`config.mk`:
```
export PLATFORM = sky130hd
export DESIGN_NAME = frame_interval_spike_monitor_unit
export DESIGN_NICKNAME = d
export VERILOG_FILES = /design/src/rtl/fism_pkg.sv /design/src/rtl/fism_divider.sv /design/src/rtl/frame_interval_spike_monitor_unit.sv
export SDC_FILE = /design/constraint.sdc
export NUM_CORES = 2
export LEC_CHECK = 0
export ABC_CLOCK_PERIOD_IN_PS = 10700
export BUFFER_PORTS_ARGS = -buffer_cell sky130_fd_sc_hd__buf_2
export CORE_MARGIN = 8
export CORE_UTILIZATION = 35
export CTS_CLUSTER_DIAMETER = 30
export DETAILED_ROUTE_END_ITERATION = 10
export HOLD_SLACK_MARGIN = 0.03
export PLACE_DENSITY_LB_ADDON = 0.05
export SYNTH_ARGS = -nofsm -noshare
export SYNTH_HDL_FRONTEND = slang
export SYNTH_SLANG_ARGS = --single-unit
```
`constraint.sdc`:
```
create_clock -name clk_i -period 10.7 [get_ports clk_i]
set_clock_uncertainty 0.1 [all_clocks]
set_input_delay 1.07 -clock clk_i [delete_from_list [all_inputs] [get_ports clk_i]]
set_output_delay 1.07 -clock clk_i [all_outputs]
set_load 0.03 [all_outputs]
```
`src/rtl/fism_pkg.sv`:
```
package fism_pkg;

  localparam int unsigned TsBits       = 64;
  localparam int unsigned TypBits      = 56;
  localparam int unsigned RateBits     = 32;
  localparam int unsigned IntervalBitsDef = 40;
  localparam int unsigned CountBitsDef    = 24;
  localparam int unsigned CfgIdxBits   = 3;
  localparam int unsigned CfgDataBits  = 40;

  localparam logic [CfgIdxBits-1:0] RegWindow  = 3'd0;
  localparam logic [CfgIdxBits-1:0] RegAbsThr  = 3'd1;
  localparam logic [CfgIdxBits-1:0] RegRelFac  = 3'd2;
  localparam logic [CfgIdxBits-1:0] RegGain    = 3'd3;
  localparam logic [CfgIdxBits-1:0] RegReject  = 3'd4;

  localparam logic [39:0] WindowRst = 40'd500000000;
  localparam logic [15:0] GainRst   = 16'd3277;
  localparam logic [3:0]  RejectRst = 4'd4;

  // frames * 1e9 * 256
  localparam logic [39:0] FpsScale = 40'd256000000000;

endpackage

```
`src/rtl/fism_divider.sv`:
```
module fism_divider #(
  parameter int unsigned NumBits = 128,
  parameter int unsigned DenBits = 64
) (
  input  logic                 clk_i,
  input  logic                 rst_ni,
  input  logic                 start_i,
  input  logic [NumBits-1:0]   num_i,
  input  logic [DenBits-1:0]   den_i,
  output logic                 busy_o,
  output logic [NumBits-1:0]   quot_o
);
  localparam int unsigned CntBits = $clog2(NumBits + 1);

  logic [NumBits-1:0] quot_q, quot_d;
  logic [DenBits-1:0] rem_q, rem_d;
  logic [DenBits-1:0] den_q;
  logic [CntBits-1:0] cnt_q, cnt_d;
  logic [DenBits:0]   shifted;

  // restoring division, one quotient bit a cycle; remainder stays below den
  always_comb begin
    quot_d  = quot_q;
    rem_d   = rem_q;
    cnt_d   = cnt_q;
    shifted = {rem_q, quot_q[NumBits-1]};
    if (start_i) begin
      quot_d = num_i;
      rem_d  = '0;
      cnt_d  = CntBits'(NumBits);
    end else if (cnt_q != '0) begin
      if (shifted >= {1'b0, den_q}) begin
        rem_d = DenBits'(shifted - {1'b0, den_q});
        quot_d = {quot_q[NumBits-2:0], 1'b1};
      end else begin
        rem_d = shifted[DenBits-1:0];
        quot_d = {quot_q[NumBits-2:0], 1'b0};
      end
      cnt_d = cnt_q - 1'b1;
    end
  end

  always_ff @(posedge clk_i or negedge rst_ni) begin
    if (!rst_ni) begin
      cnt_q <= '0;
    end else begin
      cnt_q <= cnt_d;
    end
  end

  always_ff @(posedge clk_i) begin
    quot_q <= quot_d;
    rem_q  <= rem_d;
    if (start_i) begin
      den_q <= den_i;
    end
  end

  assign busy_o = (cnt_q != '0);
  assign quot_o = quot_q;
endmodule

```
`src/rtl/frame_interval_spike_monitor_unit.sv`:
```
// Frame interval spike monitor.
// Input channel: one 64-bit timestamp (ns) per frame start, valid/ready.
// Output channel: one result transaction per input: interval, spike flag,
// effective threshold, typical estimate and last-window statistics.
// Config channel: cfg_valid_i/cfg_ready_o with index and data; write only
// while idle. Index 0 window, 1 abs threshold, 2 relative factor,
// 3 ema gain, 4 reject ratio; other indexes are dropped.
// The gain and factor multiplies are bit-serial over the 16 coefficient
// bits (skipped when the interval is rejected or seeds the average, or
// when the relative threshold is off). A closing frame first runs two
// 128-step divisions (average, then rate) in the shared bit-serial
// divider.
// One item is in flight at a time; in_ready_o is low from acceptance until
// the result transaction is taken. The output register holds while the
// receiver stalls; the next item is accepted the cycle after it empties.
// Reset clears control, window and estimate state (not the result register) and
// loads register defaults; results restart with a fresh window on the first frame.
module frame_interval_spike_monitor_unit #(
  parameter int unsigned INTERVAL_BITS = fism_pkg::IntervalBitsDef,
  parameter int unsigned COUNT_BITS    = fism_pkg::CountBitsDef
) (
  input  logic                          clk_i,
  input  logic                          rst_ni,
  input  logic                          cfg_valid_i,
  output logic                          cfg_ready_o,
  input  logic [fism_pkg::CfgIdxBits-1:0]  cfg_index_i,
  input  logic [fism_pkg::CfgDataBits-1:0] cfg_data_i,
  input  logic                          in_valid_i,
  output logic                          in_ready_o,
  input  logic [63:0]                   timestamp_ns_i,
  output logic                          out_valid_o,
  input  logic                          out_ready_i,
  output logic                          interval_valid_o,
  output logic [INTERVAL_BITS-1:0]      frame_ns_o,
  output logic                          spike_o,
  output logic [INTERVAL_BITS-1:0]      threshold_ns_o,
  output logic [INTERVAL_BITS-1:0]      typical_ns_o,
  output logic                          window_closed_o,
  output logic [INTERVAL_BITS-1:0]      avg_frame_ns_o,
  output logic [31:0]                   fps_q8_o,
  output logic [INTERVAL_BITS-1:0]      window_worst_ns_o,
  output logic [COUNT_BITS-1:0]         window_spikes_o
);
  import fism_pkg::*;

  localparam logic [INTERVAL_BITS-1:0] IMax = '1;
  localparam logic [COUNT_BITS-1:0]    CMax = '1;
  localparam logic [TypBits-1:0]       TMax = '1;
  localparam int unsigned WideBits = 2 * TsBits;

  localparam logic [3:0] StIdle  = 4'd0;
  localparam logic [3:0] StPrep  = 4'd1;
  localparam logic [3:0] StAvgGo = 4'd2;
  localparam logic [3:0] StAvgW  = 4'd3;
  localparam logic [3:0] StFpsGo = 4'd4;
  localparam logic [3:0] StFpsW  = 4'd5;
  localparam logic [3:0] StEma   = 4'd6;
  localparam logic [3:0] StEmaMul = 4'd7;
  localparam logic [3:0] StRel   = 4'd8;
  localparam logic [3:0] StRelMul = 4'd9;
  localparam logic [3:0] StFin   = 4'd10;

  // configuration
  logic [39:0] win_q, abs_q;
  logic [15:0] rel_q, gain_q;
  logic [3:0]  rej_q;

  // state
  logic                  wstart_q, have_prev_q;
  logic [TsBits-1:0]     wtime_q, prev_q, now_q;
  logic [COUNT_BITS-1:0] wframes_q, cur_spk_q, last_spk_q;
  logic [TypBits-1:0]    typ_q;
  logic [INTERVAL_BITS-1:0] cur_worst_q, last_worst_q, last_avg_q, frame_q;
  logic [RateBits-1:0]   last_rate_q;
  logic [3:0]            st_q;
  logic                  closed_q, valid_q;
  logic [TsBits-1:0]     elapsed_q;

  // serial multiplier: acc += mcand when coefficient bit set, coefficient lsb first
  logic [TypBits+16:0] acc_q;
  logic [TypBits+15:0] mcand_q;
  logic [15:0]         coef_q;
  logic [4:0]          mcnt_q;
  logic                neg_q;
  logic [TypBits+3:0]  rej_lim;
  logic [TypBits-1:0]  fx;
  logic [63:0]         thr_q;

  // divider
  logic                div_start, div_busy;
  logic [WideBits-1:0] div_num, div_quot;
  logic [TsBits-1:0]   div_den;

  fism_divider #(.NumBits(WideBits), .DenBits(TsBits)) u_div (
    .clk_i, .rst_ni, .start_i(div_start), .num_i(div_num), .den_i(div_den),
    .busy_o(div_busy), .quot_o(div_quot)
  );

  logic [TsBits-1:0] diff_now;
  logic [TsBits-1:0] el_now;
  logic [TsBits-1:0] win_eff;
  assign diff_now = timestamp_ns_i - prev_q;
  assign win_eff = (win_q == '0) ? 64'd1 : {24'd0, win_q};

  assign fx = (frame_q > INTERVAL_BITS'(TMax >> 16)) || (INTERVAL_BITS > 40 &&
              ({{(TsBits-INTERVAL_BITS){1'b0}}, frame_q} > 64'(TMax >> 16)))
              ? TMax : TypBits'({{(TsBits-INTERVAL_BITS){1'b0}}, frame_q} << 16);
  assign rej_lim = (TypBits+4)'(rej_q) * (TypBits+4)'(typ_q);

  logic [COUNT_BITS-1:0] wf_inc;
  logic accept_in;
  assign accept_in = in_valid_i && in_ready_o;
  assign in_ready_o = (st_q == StIdle) && !out_valid_o;
  assign cfg_ready_o = 1'b1;

  logic [TsBits-1:0] wstart_eff;
  logic [COUNT_BITS-1:0] wf_base;
  always_comb begin
    wstart_eff = wstart_q ? wtime_q : timestamp_ns_i;
    wf_base = wstart_q ? wframes_q : '0;
    wf_inc = (wf_base < CMax) ? wf_base + 1'b1 : wf_base;
    el_now = timestamp_ns_i - wstart_eff;
  end

  always_comb begin
    div_start = 1'b0;
    div_num = '0;
    div_den = elapsed_q;
    case (st_q)
      StAvgGo: begin
        div_start = 1'b1;
        div_num = WideBits'(elapsed_q);
        div_den = TsBits'(wframes_q);
      end
      StFpsGo: begin
        div_start = 1'b1;
        div_num = WideBits'(wframes_q) * WideBits'(FpsScale);
        div_den = elapsed_q;
      end
      default: ;
    endcase
  end

  logic [63:0] rt;
  assign rt = 64'(acc_q >> 24);

  always_ff @(posedge clk_i or negedge rst_ni) begin
    if (!rst_ni) begin
      win_q <= WindowRst; abs_q <= '0; rel_q <= '0;
      gain_q <= GainRst; rej_q <= RejectRst;
      wstart_q <= 1'b0; have_prev_q <= 1'b0; wtime_q <= '0; prev_q <= '0;
      wframes_q <= '0; typ_q <= '0; cur_worst_q <= '0; cur_spk_q <= '0;
      last_worst_q <= '0; last_spk_q <= '0; last_avg_q <= '0; last_rate_q <= '0;
      now_q <= '0; valid_q <= 1'b0; frame_q <= '0; elapsed_q <= '0;
      closed_q <= 1'b0; thr_q <= '0; acc_q <= '0; mcand_q <= '0;
      coef_q <= '0; mcnt_q <= '0; neg_q <= 1'b0;
      st_q <= StIdle; out_valid_o <= 1'b0;
    end else begin
      if (cfg_valid_i) begin
        case (cfg_index_i)
          RegWindow: win_q  <= cfg_data_i;
          RegAbsThr: abs_q  <= cfg_data_i;
          RegRelFac: rel_q  <= cfg_data_i[15:0];
          RegGain:   gain_q <= cfg_data_i[15:0];
          RegReject: rej_q  <= cfg_data_i[3:0];
          default: ;
        endcase
      end
      if (out_valid_o && out_ready_i) out_valid_o <= 1'b0;
      case (st_q)
        StIdle: if (accept_in) begin
          now_q <= timestamp_ns_i;
          valid_q <= have_prev_q;
          frame_q <= (diff_now > 64'(IMax)) ? IMax : INTERVAL_BITS'(diff_now);
          wstart_q <= 1'b1;
          wtime_q <= wstart_eff;
          wframes_q <= wf_inc;
          elapsed_q <= el_now;
          closed_q <= (el_now >= win_eff);
          have_prev_q <= 1'b1;
          prev_q <= timestamp_ns_i;
          st_q <= (el_now >= win_eff) ? StAvgGo : StPrep;
        end
        StAvgGo: st_q <= StAvgW;
        StAvgW: if (!div_busy) begin
          last_avg_q <= (div_quot > WideBits'(IMax)) ? IMax : INTERVAL_BITS'(div_quot);
          st_q <= StFpsGo;
        end
        StFpsGo: st_q <= StFpsW;
        StFpsW: if (!div_busy) begin
          last_rate_q <= (div_quot > WideBits'({RateBits{1'b1}})) ? '1
                         : RateBits'(div_quot);
          wtime_q <= now_q; wframes_q <= '0;
          last_worst_q <= cur_worst_q; last_spk_q <= cur_spk_q;
          cur_worst_q <= '0; cur_spk_q <= '0;
          st_q <= StPrep;
        end
        StPrep: begin
          if (!valid_q) begin
            frame_q <= '0; thr_q <= '0;
            st_q <= StFin;
          end else begin
            if (frame_q > cur_worst_q) cur_worst_q <= frame_q;
            st_q <= StEma;
          end
        end
        StEma: begin
          if (typ_q == '0) begin
            typ_q <= fx;
            st_q <= StRel;
          end else if ((TypBits+4)'({{(TsBits-INTERVAL_BITS){1'b0}}, frame_q}) <=
                       (rej_lim >> 16)) begin
            neg_q <= (fx < typ_q);
            mcand_q <= (TypBits+16)'((fx >= typ_q) ? fx - typ_q : typ_q - fx);
            coef_q <= gain_q; acc_q <= '0; mcnt_q <= 5'd16;
            st_q <= StEmaMul;
          end else begin
            st_q <= StRel;
          end
        end
        StEmaMul: begin
          if (mcnt_q != '0) begin
            if (coef_q[0]) acc_q <= acc_q + (TypBits+17)'(mcand_q);
            mcand_q <= mcand_q << 1; coef_q <= coef_q >> 1;
            mcnt_q <= mcnt_q - 1'b1;
          end else begin
            // floor(g*d/2^16) matches the split form exactly
            typ_q <= neg_q ? typ_q - TypBits'(acc_q >> 16)
                           : typ_q + TypBits'(acc_q >> 16);
            st_q <= StRel;
          end
        end
        StRel: begin
          thr_q <= 64'(abs_q);
          if (rel_q != '0 && typ_q != '0) begin
            mcand_q <= (TypBits+16)'(typ_q); coef_q <= rel_q;
            acc_q <= '0; mcnt_q <= 5'd16;
            st_q <= StRelMul;
          end else begin
            st_q <= StFin;
          end
        end
        StRelMul: begin
          if (mcnt_q != '0) begin
            if (coef_q[0]) acc_q <= acc_q + (TypBits+17)'(mcand_q);
            mcand_q <= mcand_q << 1; coef_q <= coef_q >> 1;
            mcnt_q <= mcnt_q - 1'b1;
          end else begin
            if (rt > thr_q) thr_q <= rt;
            st_q <= StFin;
          end
        end
        StFin: begin
          if (thr_q > 64'(IMax)) thr_q <= 64'(IMax);
          if (valid_q && thr_q != '0 && 64'(frame_q) > thr_q && cur_spk_q < CMax)
            cur_spk_q <= cur_spk_q + 1'b1;
          out_valid_o <= 1'b1;
          st_q <= StIdle;
        end
        default: st_q <= StIdle;
      endcase
    end
  end

  logic [INTERVAL_BITS-1:0] thr_sat;
  logic spike_now;
  assign thr_sat = (thr_q > 64'(IMax)) ? IMax : INTERVAL_BITS'(thr_q);

  // result register, loaded in the final step
  always_ff @(posedge clk_i) begin
    if (st_q == StFin) begin
      interval_valid_o  <= valid_q;
      frame_ns_o        <= frame_q;
      spike_o           <= spike_now;
      threshold_ns_o    <= thr_sat;
      typical_ns_o      <= ((typ_q >> 16) > TypBits'(IMax)) ? IMax
                           : INTERVAL_BITS'(typ_q >> 16);
      window_closed_o   <= closed_q;
      avg_frame_ns_o    <= last_avg_q;
      fps_q8_o          <= last_rate_q;
      window_worst_ns_o <= last_worst_q;
      window_spikes_o   <= last_spk_q;
    end
  end
  assign spike_now = valid_q && (thr_sat != '0) && (frame_q > thr_sat);

`ifndef NO_ASSERTIONS
  a_no_accept_busy: assert property (@(posedge clk_i) disable iff (!rst_ni)
    (st_q != StIdle) |-> !in_ready_o) else $error("accept while busy");
  a_div_go: assert property (@(posedge clk_i) disable iff (!rst_ni)
    (st_q == StAvgGo) |=> div_busy) else $error("divider not started");
  a_spike_valid: assert property (@(posedge clk_i) disable iff (!rst_ni)
    (out_valid_o && spike_o) |-> interval_valid_o) else $error("spike without interval");
`endif
endmodule
```
==> results.yml <==
run_status:
  status: "complete, no violations"
power_and_ir_drop:
  power_frac_comb_pct: 56.7
  intPower_w: 0.0255
  p_seq_share_pct: 19.6
  swShare_pct: 48.8
  p_per_area_nw_per_um2: 404
  p_leak_nw: 57.3
  p_clk_share_pct: 23.7
  p_switching_w: 0.0242
  peakVddDrop_v: 0.000221
timing:
  maxSlewHeadroom_pct: 11.1
  finalSetupTns_ns: 0
  hold_viol_final: 0
  fin_crit_sh_pct: 92.0
  worst_slack_ns: 0.856
  tightestPinTransition_ns: 1.32
  grt_setup_unrepaired: "false"
  max_freq_mhz: 102
  setup_violations: 0
  period_needed_ns: 9.84
  finalMaxSlewViolations: 0
synth:
  syn_inst: 11400
  yosysWarnings: 0
  netlist_area_um2: 103000
  synth_top_area_share_pct: 20.3
  yosys-mux-area-fraction_pct: 2.43
  synth_compound_area_share_pct: 19.4
  synth-async-reset-ratio_pct: 62.5
  ys.flop_type: "dfrtp_1"
  yosys-top-cells-area: "dfrtp_1 (20%), edfxtp_1 (13%), ha_1 (12%)"
  ys_ff_latch: 1375
  yosysMostFrequentCell: "nand2_1"
  synth_seq_area_share_pct: 35.3
  postSynthAreaPerCell_um2: 9.08
  synth_top_family_by_area: "compound AO/OA/AOI/OAI gates"
  yosys.area_share.adder_pct: 18.3
  ys_types: 102
  synth_commonest_cells: "nand2_1 (1,211), a21oi_1 (1,023), ha_1 (971), inv_1 (871), dfrtp_1 (839)"
  synth_edf_count: 451
  synth_area_leader_cell: "dfrtp_1"
  synthXorXnorAreaFrac_pct: 4.09
  yosys.area_share.simple_pct: 14.9
setup_path:
  critPathKind: "reg -> reg"
  cp.arrival_ns: 10.56
  crit_fanout: 77
  cp.required_ns: 11.42
  endpoint_kind: "register"
  cp_slowest_cell: "a221oi_2"
  cpPeakStageDelay_ns: 0.79
  start_kind: "register"
clock_tree:
  cts_max_level: 5
  cts_resized: 0
  cts_num_sinks: 1375
  cts_root_buffer: "clkbuf_16"
  tritoncts: "done"
  clk_pin_slew_ns: 0.05
  numCtsBuffers: 382
  clk_latency_ns: 0.95
  cts_buffer_depth: 4
global_routing:
  grtUsageTotal_pct: 27.3
  grt_max_degree: 159
  grt_antenna_before_repair: 64
  grt_overflow: 0
  grt_pass1_wl_mm: 640
  grt_pass1_vias: 88500
drt:
  drt-initial-drc-count: 9423
  vias_per_cell: 5.67
  routed-via-count: 90700
  wire_per_inst_um: 27.8
  drc_errors: 0
  ant_nets: 0
  dr.pass1.iters: 7
  drt-total-wl_mm: 444
worst_hold_path:
  hold_path_class: "in -> reg"
layout:
  fillers: 29100
  areaGrowthSynthToFinish_pct: 19.1
  seq_area_um2: 36400
  drive_gt1_share_pct: 11.6
  multi_input_area_um2: 61400
  nets: 13100
placement:
  place_ws_ns: 0.906
  dpl.hpwl_mm: 347
  gp_congestion: 0.976
  port_buffers: 372
floorplan:
  dieArea_um2: 312000
  num_rows: 199
  start_util_pct: 35.1
  io_pins: 374
  die_height_um: 559
  core_um2: 294000
  die-width_um: 559
run:
  maxCapViolations: 0
[cells by family (layout without fill, tap and decap cells)]
| logic type | Yosys count | in the layout |
|---|---|---|
| adders and majority gates | 1309 | 1309 |
| buffers and inverters | 1502 | 2157 |
| AOI/OAI and AO/OA | 3219 | 3219 |
| other | 2 | 57 |
| DFF | 1375 | 1375 |
| and+or+nand+nor | 3238 | 3238 |
| xor gates and xnor gates | 482 | 482 |
| muxes | 239 | 239 |
[through the flow]
stage / instance area (um2) / power [W] / cells / utilization, % / hold WS [ns]
floorplan: 103000 / 0.0272 / 11400 / - / 0.325
global placement: 109000 / 0.0372 / 15300 / 37.3 / 0.331
detailed placement: 109000 / 0.0373 / 15300 / 37.3 / 0.329
CTS: 123000 / 0.0493 / 16000 / 41.8 / 0.195
global route: 123000 / 0.0528 / 16000 / 41.9 / 0.231
finish: 123000 / 0.0497 / 16000 / 41.9 / 0.262
[repair_timing]
action                                 4_1_cts  5_1_grt
endpoints found under the hold margin       38        0
buffers inserted                             0        0
hold buffers                                 1        0
[flip-flops by register name, summed over array words and instances (netlist names), 49 cells and up]
register      count
elapsed_q        64
now_q            64
acc_q            73
typ_q            56
thr_q            49
mcand_q          72
wtime_q          64
u_div.rem_q      64
u_div.den_q      64
u_div.quot_o    128
[power groups by stage]
stage | clock network [W] | logic (W) | registers, W
6_report | 0.0118 | 0.0282 | 0.00977
5_1_grt | 0.0122 | 0.0307 | 0.00990
4_1_cts | 0.0119 | 0.0277 | 0.00970
3_5_place_dp | 0 | 0.0275 | 0.00976
3_3_place_gp | 0 | 0.0274 | 0.00974
2_1_floorplan | 0 | 0.0185 | 0.00872
[worst max-delay path: cells and delay by family (launching register included)]
family	cells	cell delay [ns]
simple gates	8	2.15
buf+inv	2	0.30
fa+ha+maj	4	1.60
flops	1	0.65
xor+xnor	1	0.16
compound gates	15	4.72
[worst paths after layout]
kind / slack [ns] / endpoint / start / cells after the start
worst max-delay path: 0.86 / mcand_q[66] / typ_q[1] / 30
worst min-delay path: 0.26 / out_valid_o / out_ready_i / 2
worst max register to register: 0.86 / mcand_q[66] / typ_q[1] / 30
min in group asynchronous: 0.58 / last_worst_q[13] / rst_ni / 2
worst min register to register: 0.33 / window_worst_ns_o[25] / last_worst_q[25] / 0
max in group asynchronous: 7.81 / last_rate_q[15] / rst_ni / 4
[cells in the final DEF (no fill, tap or decap), types with 371 or more instances in the layout]
cell type  synthesis  layout
nand2_1         1211    1205
inv_1            871     869
nor2_1           684     676
o21ai_0          816     813
dfrtp_1          839     838
ha_1             971     971
buf_2             34     371
edfxtp_1         451     451
clkbuf_16          0     385
a21oi_1         1023    1022
[cell type report]
class	count	area share, %
inverter	872	2.67
sequential	1375	29.6
multi-input combinational	8522	50.0
clock inverter	215	2.34
timing repair buffer	566	2.80
tap	3919	3.99
antenna	22	0.0448
clock buffer	504	8.56
[routing by layer]
metal / GRT usage [%] / share of wire, %
met2: 39.2 / 41
met5: 0 / 0.024
met4: 7.61 / 3.1
met1: 41.5 / 49
met3: 5.07 / 7.4
Note: power is estimated with default switching activity, not from simulation.
